--- src/assert_macros.svh ---
// Assertion macros used by the top-level RTL file.
`ifndef ASSERT_MACROS_SVH
`define ASSERT_MACROS_SVH

// Check on every clock edge outside reset.
`define SPR_ASSERT(label, prop, msg) \
    label: assert property (@(posedge i_clk) disable iff (!i_rst_n) (prop)) else $error(msg);

// Check on every clock edge, reset included.
`define SPR_ASSERT_ALWAYS(label, prop, msg) \
    label: assert property (@(posedge i_clk) (prop)) else $error(msg);

`endif

--- src/spr_pkg.sv ---
// Shared constants and types of the spike removal block.
package spr_pkg;

    localparam int SAMPLE_BITS_DEF = 16;
    localparam int THR_BITS        = 16;
    localparam int COUNT_BITS      = 16;
    localparam int FILL_BITS       = 3;

    typedef logic [THR_BITS-1:0]   t_thr;
    typedef logic [COUNT_BITS-1:0] t_count;
    typedef logic [FILL_BITS-1:0]  t_fill;

    localparam t_thr   THR_RESET = {THR_BITS{1'b1}};
    localparam t_count COUNT_MAX = {COUNT_BITS{1'b1}};
    localparam t_fill  FILL_FULL = t_fill'(5);

endpackage

--- src/spr_spike_det.sv ---
// Spike test on three consecutive raw samples.
module spr_spike_det #(
    parameter int SAMPLE_BITS = spr_pkg::SAMPLE_BITS_DEF
) (
    input  logic signed [SAMPLE_BITS-1:0] i_before,
    input  logic signed [SAMPLE_BITS-1:0] i_mid,
    input  logic signed [SAMPLE_BITS-1:0] i_after,
    input  spr_pkg::t_thr                 i_thr,
    output logic                          o_spike
);
    import spr_pkg::*;

    localparam int SW = SAMPLE_BITS;
    localparam int CW = (SW + 1 > THR_BITS) ? SW + 1 : THR_BITS;

    logic signed [SW:0] d_in;
    logic signed [SW:0] d_out;
    logic        [SW:0] a_in;
    logic        [SW:0] a_out;
    logic               opposite;

    assign d_in  = $signed({i_before[SW-1], i_before}) - $signed({i_mid[SW-1], i_mid});
    assign d_out = $signed({i_mid[SW-1], i_mid}) - $signed({i_after[SW-1], i_after});

    assign a_in  = d_in[SW]  ? $unsigned(-d_in)  : $unsigned(d_in);
    assign a_out = d_out[SW] ? $unsigned(-d_out) : $unsigned(d_out);

    // both steps non-zero and of opposite sign
    assign opposite = (d_in != '0) && (d_out != '0) && (d_in[SW] != d_out[SW]);

    assign o_spike = opposite
                   && (CW'(a_in)  > CW'(i_thr))
                   && (CW'(a_out) > CW'(i_thr));

endmodule

--- config.mk ---
export PLATFORM = sky130hd
export DESIGN_NAME = spr_spike_det
export DESIGN_NICKNAME = d
export VERILOG_FILES = /design/src/assert_macros.svh /design/src/spr_pkg.sv /design/src/spr_spike_det.sv
export SDC_FILE = /design/constraint.sdc
export NUM_CORES = 1
export LEC_CHECK = 0
export BUFFER_PORTS_ARGS = -buffer_cell sky130_fd_sc_hd__buf_2
export CAP_MARGIN = 15
export CORE_MARGIN = 10
export CORE_UTILIZATION = 46
export DETAILED_ROUTE_END_ITERATION = 8
export GPL_TIMING_DRIVEN = 0
export PLACE_DENSITY = 0.72
export RECOVER_POWER = 25
export SETUP_SLACK_MARGIN = 0.4
export SYNTH_ARGS = -nofsm -noshare
export SYNTH_HDL_FRONTEND = slang
export SYNTH_SLANG_ARGS = --single-unit
--- constraint.sdc ---
create_clock -name vclk -period 14.3
set_input_delay 1.43 -clock vclk [all_inputs]
set_output_delay 1.43 -clock vclk [all_outputs]
set_load 0.02 [all_outputs]
Yosys cells after proc, flatten, opt, wreduce, memory -nomap -nowiden:

Cells that the tools add are included.

* memory bits (read-only): 0
* input bits: 64
* bits in latches: 0
* register bits: 0
* bits in writable memories: 0
* memories kept: 0
* logic and storage cells: 15
* output and inout bits: 1

* $lt $le $gt $ge: 2
* reductions and logical operators: 6
* equality and inequality tests: 1
* multipliers: 0
* muxes and demuxes: 2
* div/mod/pow operators: 0
* bitwise gates (word level): 0
* add/subtract/negate cells: 4
* shift operators: 0

Operators with widths (count)
* greater-than comparator 17 x 16 -> 1 bit: 2
* two-way mux 17 bit: 2
* negation 17 bit: 2
* nonzero test 17 bit: 2
* subtractor 16 x 16 -> 17 bit: 2
* logical AND 1 bit: 4
* != test 1 bit: 1

Depth between registers and ports, before layout:

Gate-level depths: netlist (run 1).

* word-level depth: 6
* depth in mapped cells: 22
* depth with buffers taken out: 21

Least setup slack after synthesis (run 1):

Ideal clock, no wire load.

* kind: input port to output port
* from: in i_before[0]
* to: out o_spike
* cell stages on the path: 20
* slack: 7654 ps
* data required time: 12870 ps
* arrival time: 5216 ps
* path buffers: 1
* cells stage by stage: inv_1 ha_1 fa_1 nor2b_4 o31a_4 o21a_1 buf_4 nor4_1 o21ai_0 mux2i_1 o21ai_0 xnor2_1 ha_1 a21o_1 a21o_1 a21oi_1 nor2_1 a2111oi_0 a21oi_1 o22a_1

* word-level cells in the longest chain between the ends: 6
* elaborated cells between the ends (all ways): 10
* classes of those cells: 2 x add/sub; 1 x order compare; 1 x eq/ne; 1 x mux; 5 x reduce/logical

RTL lines
* from (decl): line spr_spike_det.sv:5 `input logic signed [SAMPLE_BITS-1:0] i_before,`
* subtractor 16 x 16 -> 17 bit *: line spr_spike_det.sv:22 `assign d_in = $signed({i_before[SW-1], i_before}) - $signed({i_mid[SW-1], i_mid});`
* negation 17 bit / nonzero test 17 bit (equally long branches): line spr_spike_det.sv:25, spr_spike_det.sv:29
* two-way mux 17 bit / logical AND 1 bit (equally long branches): line spr_spike_det.sv:25, spr_spike_det.sv:29
* greater-than comparator 17 x 16 -> 1 bit / logical AND 1 bit (equally long branches): line spr_spike_det.sv:32, spr_spike_det.sv:29
* logical AND 1 bit *: line spr_spike_det.sv:32 `&& (CW'(a_in) > CW'(i_thr))`
* logical AND 1 bit *: line spr_spike_det.sv:33 `&& (CW'(a_out) > CW'(i_thr));`
* to (decl): line spr_spike_det.sv:9 `output logic o_spike`

Mark *: on every way between the ends. The rest lies on a longest branch, timed or not.

Worst setup path after layout (run 1):

* from: in i_mid[0]
* to: out o_spike

* word-level cells in the longest chain between the ends: 6
* elaborated cells between the ends (all ways): 15
* classes of those cells: 4 x add/sub; 2 x order compare; 1 x eq/ne; 2 x mux; 6 x reduce/logical

RTL lines
* from (decl): line spr_spike_det.sv:6 `input logic signed [SAMPLE_BITS-1:0] i_mid,`
* subtractor 16 x 16 -> 17 bit, on equally long branches: line spr_spike_det.sv:22, spr_spike_det.sv:23
* negation 17 bit / nonzero test 17 bit (equally long branches): line spr_spike_det.sv:25, spr_spike_det.sv:29
* two-way mux 17 bit / logical AND 1 bit (equally long branches): line spr_spike_det.sv:25, spr_spike_det.sv:29
* greater-than comparator 17 x 16 -> 1 bit / logical AND 1 bit (equally long branches): line spr_spike_det.sv:32, spr_spike_det.sv:29
* logical AND 1 bit: line spr_spike_det.sv:32
* logical AND 1 bit *: line spr_spike_det.sv:33

Marked as above.

==> reports/metrics.cfg, run 1 <==
[status]
outcome=finished clean

[floorplanning]
fp.coreArea_um2=6830
ios=65
die_y_um=104
die_width_um=104
fp-row-count=30
dieArea_um2=10900
initial_core_util=0.478

[worst_setup_path]
cp_slowest_stage_delay_ps=480
worst-path-max-fanout=10
startpoint_type=input port
cpMaxStageDelayCell=o21ai_0
cp_top_family=compound AO/OA/AOI/OAI gates
crit_path_end_kind=output port
crit_buf_inv=4
critPathArrivalTime_ps=6540
cp_common_cell=a21oi_1
critical_path_class=input port to output port
worstPathRequired_ps=12870
cp_cell_sequence=buf_2, inv_1, ha_1, fa_1, nor2b_1, o31a_1, o21ai_1, o21ai_0, a21oi_1, a21oi_1, clkbuf_1, nor2_1, a21oi_1, ha_1, nor2b_1, o21ai_0, nand2b_1, a21oi_1, o211ai_1, a211oi_1, a21oi_1, o221a_1, o22a_1, buf_2

[synth]
synth_cells=475
seq_area_frac_synth=0
yosys_warnings=0
syn_area_um2=3270
syn_nets=607
synth_area_per_cell_um2=6.88
yosys.cell_types.count=66

[layout]
final_nets=674
area.sequential_um2=0
clock_buffers=0
antennaDiodeCount=0
mostFrequentLayoutCell=ha_1
seq_cell_count=0
syn_to_final_growth_pct=13.6
mostFrequentLayoutCells=66 x ha_1, 65 x buf_2, 60 x inv_1
drive_gt1_frac=0.150
final_util=0.544

[power]
power.total_w=0.000233
power_leakage_nw=1.86
peakVddDrop_mv=0.0208
powerDensity_nw_per_um2=62.6

[grt]
grt_antenna_before_repair=0
grt_max_degree=11
grt_pass1_vias=3533
grt.total_usage=0.154
grt_pass1_wl_um=15200
grt_overflow_total=0

[hold_path]
hp-class=input port to output port

[timing]
holdWs_ps=3730
slew_viol_final=0
final.setup.tns_ps=0
fmax_mhz=126
setup_violations=0
hold_viol=0
maxSlewHeadroom=0.470
period_minus_slack_ps=7970
grt_setup_unrepaired=false
layout_setup_ws_ps=6330
finalCritPeriodShare=0.557
worst_slew_pin_slew_ps=782

[drt]
drtIter0Drc=171
antenna_left=0
via_count=3546
drc=0
wl_per_cell_um=14.1
viasPerCell=5.58
first_pass_iters=5
routed_wl_um=8950

[clock_tree]
holdBufCountCts=0
post_cts_buffers=0
ctsResizeCount=0

[place]
portBuffers=65
hpwl_um=7960
pre_cts_ws_ps=6550
gp_congestion=0.853

[run]
maxCapViolCount=0

cell families after synthesis:
| kind of cell | after synthesis | share of synthesized area |
|---|---|---|
| AOI/OAI and AO/OA | 143 | 0.286 |
| xor gates and xnor gates | 42 | 0.113 |
| adders and majority gates | 68 | 0.265 |
| buffers and inverters | 64 | 0.0747 |
| muxes | 4 | 0.0130 |
| and+or+nand+nor | 154 | 0.249 |
cell usage after synthesis, types with 4 or more instances:
master | count | area (um^2)
xnor2_1 | 27 | 236
nor3_1 | 14 | 70.1
nand3_1 | 6 | 30.0
nand2_1 | 28 | 105
xor2_1 | 15 | 131
nand2b_1 | 6 | 37.5
a21oi_1 | 37 | 185
o31ai_1 | 6 | 45.0
a31oi_1 | 4 | 25.0
ha_1 | 66 | 826
and3_1 | 7 | 43.8
nor2_1 | 44 | 165
nand4_1 | 6 | 37.5
nor4_1 | 4 | 25.0
o21a_1 | 8 | 60.1
inv_1 | 60 | 225
o21ai_1 | 4 | 20.0
and4_1 | 4 | 35.0
o21ai_0 | 37 | 185
nor2b_1 | 12 | 75.1
a21o_1 | 8 | 60.1
nand3b_1 | 4 | 30.0
per-layer routing:
layer | track usage | share of wire | wire, um | vias up
met1 | 0.199 | 0.48 | 4270 | 1592
met2 | 0.278 | 0.48 | 4270 | 85
met5 | 0 | 0 | 0 | -
met3 | 0.0105 | 0.038 | 338 | 8
li1 | - | - | - | 1861
met4 | 0.0159 | 0.0077 | 69 | 0
through the flow:
step	instance area (um^2)	std cells
2_1_floorplan	3270	475
3_3_place_gp	3710	636
3_5_place_dp	3710	636
4_1_cts	3710	636
5_1_grt	3710	636
6_report	3710	636
path summary, 6_finish.rpt:
kind          from       to  slack, ps  cells past startpoint
max       i_mid[0]  o_spike       6330                     24
min   i_before[15]  o_spike       3730                      6
area by class of cell:
| cell class | count | area (um^2) |
|---|---|---|
| Buffer | 4 | 18.8 |
| Fill cell | 726 | 3120 |
| Inverter | 60 | 225 |
| Multi-Input combinational cell | 411 | 3020 |
| Tap cell | 96 | 120 |
| Timing Repair Buffer | 65 | 325 |
power breakdown:
group          switching [W]  internal (W)  leakage (nW)
Combinational       0.000130      0.000102          1.86
Sequential                 0             0             0
Clock                      0             0             0
No activity file was read; power rests on OpenSTA's default activity.
==> run 2: changes to the inputs <==
- PLACE_DENSITY: 0.72 -> 0.74
- clock period: 14.3 -> 6.45 ns (I/O delays scaled with it)
==> reports/metrics.cfg, run 2 (synthesized netlist as in run 1, its figures left out) <==
[grt]
grt_max_degree=11  ; unchanged
grt_overflow_total=0  ; unchanged
grt.total_usage=0.153  ; -0.00177
grt_pass1_vias=3478  ; -1.6%
grt_antenna_before_repair=0  ; unchanged
grt_pass1_wl_um=15100  ; -0.86%

[power]
p_comb_frac=1.000  ; about the same
p_sw_frac=0.558  ; -0.00192
seq_power_share=0  ; unchanged
power.internal_w=0.000228  ; +120%
power.total_w=0.000516  ; +120%
power.switching_w=0.000288  ; +120%
power_leakage_nw=1.87  ; +0.21%
power_frac_clock=0  ; unchanged
peakVddDrop_mv=0.0554  ; +170%
powerDensity_nw_per_um2=138  ; +120%

[worst_setup_path]
crit_path_end_kind=output port
cp_top_family=compound AO/OA/AOI/OAI gates
critPathArrivalTime_ps=5240  ; -1300 ps
cp_common_cell=a21oi_1
worstPathRequired_ps=5800  ; -7070 ps
worst-path-max-fanout=10  ; unchanged
cpMaxStageDelayCell=fa_1
cp_slowest_stage_delay_ps=430  ; -50 ps
cp_cell_sequence=buf_2, inv_1, ha_1, fa_1, nor2b_2, o31a_1, o21ai_1, o21ai_2, a21oi_1, a21oi_2, clkbuf_1, nor2_1, a21oi_1, ha_1, nor2b_1, o21ai_0, nand2b_1, a21oi_1, o211ai_1, a211oi_1, a21oi_1, o221a_1, o22a_1, buf_2
critical_path_class=input port to output port
crit_buf_inv=4  ; unchanged
startpoint_type=input port

[place]
hpwl_um=7800  ; -2.1%
portBuffers=65  ; unchanged
gp_congestion=0.873  ; +2.4%

[floorplanning]
fp.coreArea_um2=6830  ; unchanged
dieArea_um2=10900  ; unchanged
ios=65  ; unchanged
die_y_um=104  ; unchanged
fp-row-count=30  ; unchanged
initial_core_util=0.478  ; unchanged
die_width_um=104  ; unchanged

[timing]
finalCritPeriodShare=0.912
maxSlewHeadroom=0.491  ; +0.0201
worst_slew_pin_slew_ps=752  ; -29.7 ps
final.setup.tns_ps=0  ; unchanged
fmax_mhz=170
period_minus_slack_ps=5880
slew_viol_final=0  ; unchanged
hold_viol=0  ; unchanged
grt_setup_unrepaired=false
setup_violations=0  ; unchanged

[status]
outcome=finished clean

[layout]
nFillCells=697  ; -4.0%
clock_buffers=0  ; unchanged
mostFrequentLayoutCells=66 x ha_1, 65 x buf_2, 60 x inv_1
mostFrequentLayoutCell=ha_1
final_nets=674  ; unchanged
syn_to_final_growth_pct=14.3
drive_gt1_frac=0.157  ; +0.00741
multi_input_area_um2=3050  ; +0.74%
seq_cell_count=0  ; unchanged
antennaDiodeCount=0  ; unchanged
area.sequential_um2=0  ; unchanged

[drt]
antenna_left=0  ; unchanged
viasPerCell=5.62  ; +0.85%
drc=0  ; unchanged
first_pass_iters=5  ; unchanged
drtIter0Drc=216  ; +26%
routed_wl_um=8850  ; -1.1%
via_count=3576  ; +0.85%
wl_per_cell_um=13.9  ; -1.1%

[hold_path]
hp-class=input port to output port
hold_path_end=o_spike
hold_depth=7  ; +1
min_from=i_thr[8]

[clock_tree]
holdBufCountCts=0  ; unchanged

[run]
maxCapViolCount=0  ; unchanged

-- run 2: cell counts in the layout (fill, tap and decap cells not counted) --
Identical to the previous run, type by type.
-- run 2: repair_timing --
item / CTS / global route
endpoints found under the setup margin: 1 / 1
setup buffers: 0 / 0
gates resized for setup: 1 / 6
-- run 2: cell type report --
class                           count  share of cell area
Buffer                              4             0.00502
Timing Repair Buffer               65              0.0871
Inverter                           60              0.0603
Multi-Input combinational cell    411               0.815
Tap cell                           96              0.0322
-- run 2: through the flow --
step	util	hold slack (ps)	cells	instance area (um^2)	setup WS (ps)
detailed placement	0.544	2150	636	3710	347
global route	0.547	2260	636	3740	276
floorplan	-	1890	475	3270	1370
CTS	0.544	2160	636	3720	465
global placement	0.544	2150	636	3710	411
finish	0.547	2160	636	3740	566
-- run 2: worst max path at each step --
stage           startpoint       to  slack, ps  depth (start not counted)
6_report          i_mid[0]  o_spike        570                         24
3_5_place_dp      i_mid[0]  o_spike        350                         24
2_1_floorplan  i_before[0]  o_spike       1370                         20
4_1_cts           i_mid[0]  o_spike        470                         24
3_3_place_gp      i_mid[0]  o_spike        410                         24
5_1_grt           i_mid[0]  o_spike        280                         24
-- run 2: power by group through the flow --
stage	logic [W]	registers (W)	clock network, W
after floorplan	0.000387	0	0
after global placement	0.000488	0	0
after detailed placement	0.000506	0	0
after CTS	0.000508	0	0
after global routing	0.000583	0	0
final	0.000516	0	0
-- run 2: routing by layer --
metal	GRT usage	vias up	wire (um)
li1	-	1859	-
met1	0.202	1640	4340
met2	0.275	75	4190
met3	0.00743	2	298
met4	0.00696	0	17
met5	0	-	0
